[src/sv/accel_gesture_detector_assert.svh]
// assertion macros for the gesture detector
// expects clk and arst_n in the scope of the including module
`ifndef ACCEL_GESTURE_DETECTOR_ASSERT_SVH
`define ACCEL_GESTURE_DETECTOR_ASSERT_SVH

// same-cycle implication
`define AGD_ASSERT_IMP(lbl, ante, cons) \
	lbl: assert property (@(posedge clk) disable iff (!arst_n) (ante) |-> (cons)) \
		else $error("gesture detector check failed");

// next-cycle implication
`define AGD_ASSERT_NEXT(lbl, ante, cons) \
	lbl: assert property (@(posedge clk) disable iff (!arst_n) (ante) |=> (cons)) \
		else $error("gesture detector check failed");

`endif

[src/sv/agd_pkg.sv]
// types and constants for the accelerometer gesture detector
// no dependencies
package agd_pkg;

	localparam int unsigned LEVEL_W   = 15;
	localparam int unsigned HOLDOFF_W = 16;
	localparam int unsigned CFG_IDX_W = 4;
	localparam int unsigned CFG_DAT_W = 16;

	typedef enum logic [1:0] {
		SIGN_ZERO = 2'd0,
		SIGN_POS  = 2'd1,
		SIGN_NEG  = 2'd2
	} sign_t;

	localparam logic [CFG_IDX_W-1:0] CFG_SIGN_THRESHOLD  = 4'd0;
	localparam logic [CFG_IDX_W-1:0] CFG_SHAKE_PEAK      = 4'd1;
	localparam logic [CFG_IDX_W-1:0] CFG_FLICK_THRESHOLD = 4'd2;
	localparam logic [CFG_IDX_W-1:0] CFG_STEP_HIGH_LEVEL = 4'd3;
	localparam logic [CFG_IDX_W-1:0] CFG_STEP_LOW_LEVEL  = 4'd4;
	localparam logic [CFG_IDX_W-1:0] CFG_SHAKE_HOLDOFF   = 4'd5;
	localparam logic [CFG_IDX_W-1:0] CFG_FLICK_HOLDOFF   = 4'd6;
	localparam logic [CFG_IDX_W-1:0] CFG_STEP_HOLDOFF    = 4'd7;

	localparam logic [LEVEL_W-1:0]   RST_SIGN_THRESHOLD  = 15'd3277;
	localparam logic [LEVEL_W-1:0]   RST_SHAKE_PEAK      = 15'd16384;
	localparam logic [LEVEL_W-1:0]   RST_FLICK_THRESHOLD = 15'd20480;
	localparam logic [LEVEL_W-1:0]   RST_STEP_HIGH_LEVEL = 15'd11469;
	localparam logic [LEVEL_W-1:0]   RST_STEP_LOW_LEVEL  = 15'd9011;
	localparam logic [HOLDOFF_W-1:0] RST_SHAKE_HOLDOFF   = 16'd600;
	localparam logic [HOLDOFF_W-1:0] RST_FLICK_HOLDOFF   = 16'd400;
	localparam logic [HOLDOFF_W-1:0] RST_STEP_HOLDOFF    = 16'd350;

endpackage

[src/sv/accel_gesture_detector.sv]
// accelerometer gesture detector: shake, flick and step events from timed polls
// depends on agd_pkg and accel_gesture_detector_assert.svh
//
// usage
//   input channel: in_valid / in_stall carry one poll request (now_ms, sensor_ok,
//   sample_valid, accel_x, accel_z). output channel: out_valid / out_stall carry
//   one result request (shake_event, flick_event, step_event) for every poll,
//   all zero for a poll that is ignored.
//   the result is registered: it is in the output register in the cycle after
//   the poll is taken. throughput: one poll per cycle while out_stall is low,
//   set by the single output register, refilled on the edge its result is taken.
//   the sign history is a shift line, newest first, so reversal flags come from
//   fixed neighbour pairs and are counted in the same cycle.
//   configuration: cfg_we with cfg_index and cfg_data writes one threshold or
//   holdoff register; unknown indexes are dropped. write only while idle.
//   reset: all thresholds take their defaults, the history clears to zero sign,
//   all timestamps clear to zero and the output register empties.
//   stall: while out_stall holds a waiting result, in_stall rises and the result
//   and all detector state hold; no poll is lost.
module accel_gesture_detector #(
	parameter int HISTORY_DEPTH    = 8,
	parameter int MIN_REVERSALS    = 4,
	parameter int POLL_INTERVAL_MS = 20
) (
	input  logic                           clk,
	input  logic                           arst_n,
	input  logic                           in_valid,
	output logic                           in_stall,
	input  logic [31:0]                    now_ms,
	input  logic                           sensor_ok,
	input  logic                           sample_valid,
	input  logic signed [15:0]             accel_x,
	input  logic signed [15:0]             accel_z,
	output logic                           out_valid,
	input  logic                           out_stall,
	output logic                           shake_event,
	output logic                           flick_event,
	output logic                           step_event,
	input  logic                           cfg_we,
	input  logic [agd_pkg::CFG_IDX_W-1:0]  cfg_index,
	input  logic [agd_pkg::CFG_DAT_W-1:0]  cfg_data
);
	import agd_pkg::*;

	localparam int CNT_W = $clog2(HISTORY_DEPTH);

	logic [LEVEL_W-1:0]   sign_thr_q, shake_peak_q, flick_thr_q, step_hi_q, step_lo_q;
	logic [HOLDOFF_W-1:0] shake_hold_q, flick_hold_q, step_hold_q;

	sign_t       hist_q [HISTORY_DEPTH];
	sign_t       hist_d [HISTORY_DEPTH];
	logic [31:0] last_accept_q, last_shake_q, last_flick_q, last_step_q;
	logic        step_high_q;

	logic        out_valid_q, shake_q, flick_q, step_q;

	logic        accept, taken, poll_ok, sample_ok;
	sign_t       sign_new;
	logic [HISTORY_DEPTH-2:0] rev;
	logic [CNT_W-1:0]         rev_cnt;
	logic signed [16:0] x_ext, z_ext, thr_ext;
	logic [16:0]        mag;
	logic        shake_hit, flick_hit, step_rise, step_fall, step_hit;

	assign in_stall = out_valid_q && out_stall;
	assign accept   = in_valid && !in_stall;
	assign taken    = out_valid_q && !out_stall;

	assign poll_ok   = sensor_ok && ((now_ms - last_accept_q) >= 32'(POLL_INTERVAL_MS));
	assign sample_ok = poll_ok && sample_valid;

	assign x_ext   = 17'(accel_x);
	assign z_ext   = 17'(accel_z);
	assign thr_ext = $signed({2'b00, sign_thr_q});
	assign mag     = accel_x[15] ? 17'(-x_ext) : 17'(x_ext);

	always_comb begin
		if (x_ext > thr_ext) begin
			sign_new = SIGN_POS;
		end else if (x_ext < -thr_ext) begin
			sign_new = SIGN_NEG;
		end else begin
			sign_new = SIGN_ZERO;
		end
	end

	// history after this sample, newest at index zero
	always_comb begin
		hist_d[0] = sign_new;
		for (int i = 1; i < HISTORY_DEPTH; i++) begin
			hist_d[i] = hist_q[i-1];
		end
	end

	always_comb begin
		for (int i = 0; i < HISTORY_DEPTH - 1; i++) begin
			rev[i] = (hist_d[i] != SIGN_ZERO) && (hist_d[i+1] != SIGN_ZERO) &&
				(hist_d[i] != hist_d[i+1]);
		end
	end

	assign rev_cnt = CNT_W'($countones(rev));

	assign shake_hit = sample_ok &&
		({{(32-CNT_W){1'b0}}, rev_cnt} >= 32'(MIN_REVERSALS)) &&
		(mag > {2'b00, shake_peak_q}) &&
		((now_ms - last_shake_q) > {16'd0, shake_hold_q});

	assign flick_hit = sample_ok && (x_ext > $signed({2'b00, flick_thr_q})) &&
		((now_ms - last_flick_q) > {16'd0, flick_hold_q});

	assign step_rise = sample_ok && !step_high_q && (z_ext > $signed({2'b00, step_hi_q}));
	assign step_fall = sample_ok && step_high_q && (z_ext < $signed({2'b00, step_lo_q}));
	assign step_hit  = step_rise && ((now_ms - last_step_q) > {16'd0, step_hold_q});

	// configuration registers
	always_ff @(posedge clk or negedge arst_n) begin
		if (!arst_n) begin
			sign_thr_q   <= RST_SIGN_THRESHOLD;
			shake_peak_q <= RST_SHAKE_PEAK;
			flick_thr_q  <= RST_FLICK_THRESHOLD;
			step_hi_q    <= RST_STEP_HIGH_LEVEL;
			step_lo_q    <= RST_STEP_LOW_LEVEL;
			shake_hold_q <= RST_SHAKE_HOLDOFF;
			flick_hold_q <= RST_FLICK_HOLDOFF;
			step_hold_q  <= RST_STEP_HOLDOFF;
		end else if (cfg_we) begin
			case (cfg_index)
				CFG_SIGN_THRESHOLD:  sign_thr_q   <= cfg_data[LEVEL_W-1:0];
				CFG_SHAKE_PEAK:      shake_peak_q <= cfg_data[LEVEL_W-1:0];
				CFG_FLICK_THRESHOLD: flick_thr_q  <= cfg_data[LEVEL_W-1:0];
				CFG_STEP_HIGH_LEVEL: step_hi_q    <= cfg_data[LEVEL_W-1:0];
				CFG_STEP_LOW_LEVEL:  step_lo_q    <= cfg_data[LEVEL_W-1:0];
				CFG_SHAKE_HOLDOFF:   shake_hold_q <= cfg_data[HOLDOFF_W-1:0];
				CFG_FLICK_HOLDOFF:   flick_hold_q <= cfg_data[HOLDOFF_W-1:0];
				CFG_STEP_HOLDOFF:    step_hold_q  <= cfg_data[HOLDOFF_W-1:0];
				default: ;
			endcase
		end
	end

	// detector state
	always_ff @(posedge clk or negedge arst_n) begin
		if (!arst_n) begin
			for (int i = 0; i < HISTORY_DEPTH; i++) begin
				hist_q[i] <= SIGN_ZERO;
			end
			last_accept_q <= '0;
			last_shake_q  <= '0;
			last_flick_q  <= '0;
			last_step_q   <= '0;
			step_high_q   <= 1'b0;
		end else if (accept) begin
			if (poll_ok) begin
				last_accept_q <= now_ms;
			end
			if (sample_ok) begin
				for (int i = 0; i < HISTORY_DEPTH; i++) begin
					hist_q[i] <= hist_d[i];
				end
			end
			if (shake_hit) begin
				last_shake_q <= now_ms;
			end
			if (flick_hit) begin
				last_flick_q <= now_ms;
			end
			if (step_hit) begin
				last_step_q <= now_ms;
			end
			if (step_rise) begin
				step_high_q <= 1'b1;
			end else if (step_fall) begin
				step_high_q <= 1'b0;
			end
		end
	end

	// result register
	always_ff @(posedge clk or negedge arst_n) begin
		if (!arst_n) begin
			out_valid_q <= 1'b0;
		end else if (accept) begin
			out_valid_q <= 1'b1;
		end else if (taken) begin
			out_valid_q <= 1'b0;
		end
	end

	always_ff @(posedge clk) begin
		if (accept) begin
			shake_q <= shake_hit;
			flick_q <= flick_hit;
			step_q  <= step_hit;
		end
	end

	assign out_valid   = out_valid_q;
	assign shake_event = shake_q;
	assign flick_event = flick_q;
	assign step_event  = step_q;

`include "accel_gesture_detector_assert.svh"

	`AGD_ASSERT_IMP(a_empty_accepts, in_valid && !out_valid_q, !in_stall)
	`AGD_ASSERT_NEXT(a_absent_quiet, accept && !sensor_ok,
		out_valid_q && !shake_q && !flick_q && !step_q)
	`AGD_ASSERT_IMP(a_step_level, out_valid_q && step_q, step_high_q)
	`AGD_ASSERT_IMP(a_flick_time, out_valid_q && flick_q, last_flick_q == last_accept_q)

endmodule
[config.mk]
export PLATFORM = sky130hd
export DESIGN_NAME = accel_gesture_detector
export DESIGN_NICKNAME = d
export VERILOG_FILES = /design/src/sv/agd_pkg.sv /design/src/sv/accel_gesture_detector.sv
export VERILOG_INCLUDE_DIRS = /design/src /design/src/sv
export SDC_FILE = /design/constraint.sdc
export NUM_CORES = 1
export LEC_CHECK = 0
export BUFFER_PORTS_ARGS = -buffer_cell sky130_fd_sc_hd__buf_2
export CORE_MARGIN = 2
export CORE_UTILIZATION = 49
export CTS_CLUSTER_SIZE = 12
export DETAILED_ROUTE_END_ITERATION = 8
export HOLD_SLACK_MARGIN = 0.03
export PLACE_DENSITY = 0.66
export SLEW_MARGIN = 10
export SYNTH_ARGS = -nofsm -noshare
export SYNTH_HDL_FRONTEND = slang
export SYNTH_SLANG_ARGS = --single-unit
[constraint.sdc]
create_clock -name clk -period 9.7 [get_ports clk]
set_input_delay 0.97 -clock clk [delete_from_list [all_inputs] [get_ports clk]]
set_output_delay 0.97 -clock clk [all_outputs]
set_load 0.02 [all_outputs]
==> results.toml <==
[yosys]
syn-cell-area_sq_um = 22200
ys_seq_area_share_pct = 30.7
synth.distinct_cells = 83
syn_inst = 2515
syn-num-nets = 2878
syn_avg_cell_area_sq_um = 8.84
synth_edf_count = 3
yosys.area.top_type = "dfrtp_1"
async_flop_share_pct = 98.9
post_synth_most_frequent_cells = "285 x inv_1, 266 x ha_1, 259 x nand2_1, 229 x dfrtp_1, 189 x o21ai_0"
ys_warn_count = 0
synth.top_cell.area_share_pct = 25.8
ys_ff_latch = 270
ys_top_cells_by_area = "dfrtp_1 26%, ha_1 15%, mux2_2 7.6%, inv_1 4.8%, dfstp_2 4.5%"
ys_dominant_reg_cell = "dfrtp_1"
yosysMostFrequentCell = "inv_1"

[drt]
via_count = 18900
via_per_inst = 5.92
antenna_left = 0
drcViolationCount = 0
drtIter0Drc = 1287
first_pass_iters = 5
wl_per_cell_um = 19.9
routed_wl_um = 63500

[place]
hpwl_um = 49900
numPortBuffers = 95
post-place-cells = 3132
gp_congestion = 0.968

[clock_network]
clkSinkCount = 270
cts_max_path_buffers = 3
path_clk_slew_ns = 0.06
cts_buffers = 31
htreeDepth = 1
clockRootBuffer = "clkbuf_16"
ctsResizeCount = 0
cts_tree = "yes"
cts_setup_buffers = 0
postCtsHoldBufs = 0
clk_latency_ns = 0.59

[grt]
globalRouteTotalUtil_pct = 27.1
first_global_vias = 18800
grt_max_degree = 157
grt_pass1_wl_um = 103000
overflow = 0
antenna_found_initial = 1

[setup_path]
cp.required_ns = 10.17
endpoint_kind = "flop"
cp_max_fo = 32
cp.arrival_ns = 7.47
criticalPathCategory = "in2reg"
crit_path_start_kind = "input pin"

[run_status]
status = "finished, final reports clean"

[die]
design.core.area_sq_um = 45100
die-width_um = 217
die_h_um = 217
pin_count = 96
rows = 78
initial_core_util_pct = 49.3
die-area_sq_um = 47100

[sta]
min_period_ns = 7.00
finalCritPeriodShare_pct = 72.2
setup_violations = 0
skew_ns = 0.0175
rsz0062_at_grt = "no"
drv_slew = 0
slew_headroom_pct = 26.3
hold_ws_ns = 0.424
hold_violations = 0
max_freq_ghz = 0.143
worstMarginPinSlew_ns = 1.09
setup_tns_ns = 0

[pwr]
p_leak_nw = 11.0
powerDensity_nw_per_um2 = 219
ir_drop_uv = 152

[hold_path]
hp-class = "in2async"

[layout]
synthToLayoutAreaGrowth_pct = 8.99
multiInputGateArea_sq_um = 14000
drive_gt1_share_pct = 15.1
post-route-util_pct = 53.7
final-instance-count-excl-fill = 3189
final_nets = 2928
fillers = 4248
seq_area_sq_um = 6820

[flow_run]
maxCapViolCount = 0
logic make-up after synthesis:
| logic type | synth area share (%) |
|---|---|
| flops | 30.7 |
| mux | 10.1 |
| compound gates | 19.6 |
| fa+ha+maj | 15.5 |
| buf+inv | 6.49 |
| xor+xnor | 3.94 |
| simple gates | 13.6 |
placed cells by master, fill, tap and decap left out, types with 38 or more instances in the layout:
cell type  netlist  final
dfstp_2         38     38
a21o_1          61     61
nand2_1        259    259
ha_1           266    266
inv_1          285    285
o21a_1          52     52
nand4_1         62     62
o21ai_0        189    189
nor3_1          38     38
mux2_2         150    150
a21oi_1        171    170
buf_2           14     94
xnor2_1         72     72
dfrtp_1        229    229
nor2_1          95     94
per-layer routing:
| layer | GRT usage, % | wire length [um] |
|---|---|---|
| met5 | 0 | 0 |
| met1 | 37.7 | 29600 |
| met3 | 2.56 | 2760 |
| met4 | 5.82 | 1350 |
| met2 | 45.9 | 29800 |
stage by stage:
step                      worst slack (ns)  area (sq um)  total power, mW
after floorplan                       3.39         22200             3.40
after global placement                2.42         23200             4.05
after detailed placement              2.15         23200             4.11
after CTS                             2.76         24200             5.32
after global routing                  2.30         24200             5.72
final                                 2.70         24200             5.31
state kept, by name, summed over array words and instances (netlist names), 14 cells and up:
register	flops
flick_thr_q	15
shake_peak_q	15
hist_d	14
last_shake_q	32
last_flick_q	32
step_lo_q	15
last_accept_q	32
last_step_q	32
step_hold_q	16
flick_hold_q	16
sign_thr_q	15
shake_hold_q	16
step_hi_q	15
power by group:
group          switching [mW]  internal [mW]
clock                   0.476          0.704
sequential              0.135           1.41
combinational            1.52           1.07
final timing paths:
check	startpoint	end	slack, ns	cells past startpoint
min in group clk	hist_d[1]$_DFFE_PN0P_	hist_d[1]$_DFFE_PN0P_	0.50	1
max	now_ms[3]	last_flick_q[2]$_DFFE_PN0P_	2.70	26
min reg2reg	hist_d[1]$_DFFE_PN0P_	hist_d[1]$_DFFE_PN0P_	0.50	1
max in group asynchronous	arst_n	last_shake_q[30]$_DFFE_PN0P_	7.94	2
max reg2reg	last_flick_q[1]$_DFFE_PN0P_	last_flick_q[2]$_DFFE_PN0P_	2.91	26
min	arst_n	step_lo_q[7]$_DFFE_PN0P_	0.42	1
critical path, cell delays in order:
cell       delay [ns]
buf_2            0.17
ha_1             0.37
a21o_1           0.22
a21oi_1          0.24
a21oi_1          0.14
a21boi_1         0.61
nor2_1           0.11
nor2_1           0.19
o21bai_1         0.08
a21oi_1          0.24
o21bai_1         0.09
a21oi_1          0.18
xnor2_1          0.09
ha_1             0.30
nand4_1          0.10
or4_1            0.53
nor2_2           0.15
a211oi_1         0.09
a2111oi_2        0.35
o211ai_1         0.12
or4_1            0.41
or4_4            0.55
o41ai_4          0.32
nor3b_4          0.07
buf_4            0.32
mux2_4           0.38
layout make-up:
type	count	share of cell area (%)
Antenna cell	1	0.0103
Clock buffer	48	3.67
Clock inverter	8	0.516
Inverter	285	4.42
Multi-Input combinational cell	1872	57.8
Sequential cell	270	28.1
Tap cell	600	3.10
Timing Repair Buffer	105	2.37
Power figures use the tool's default switching activity.
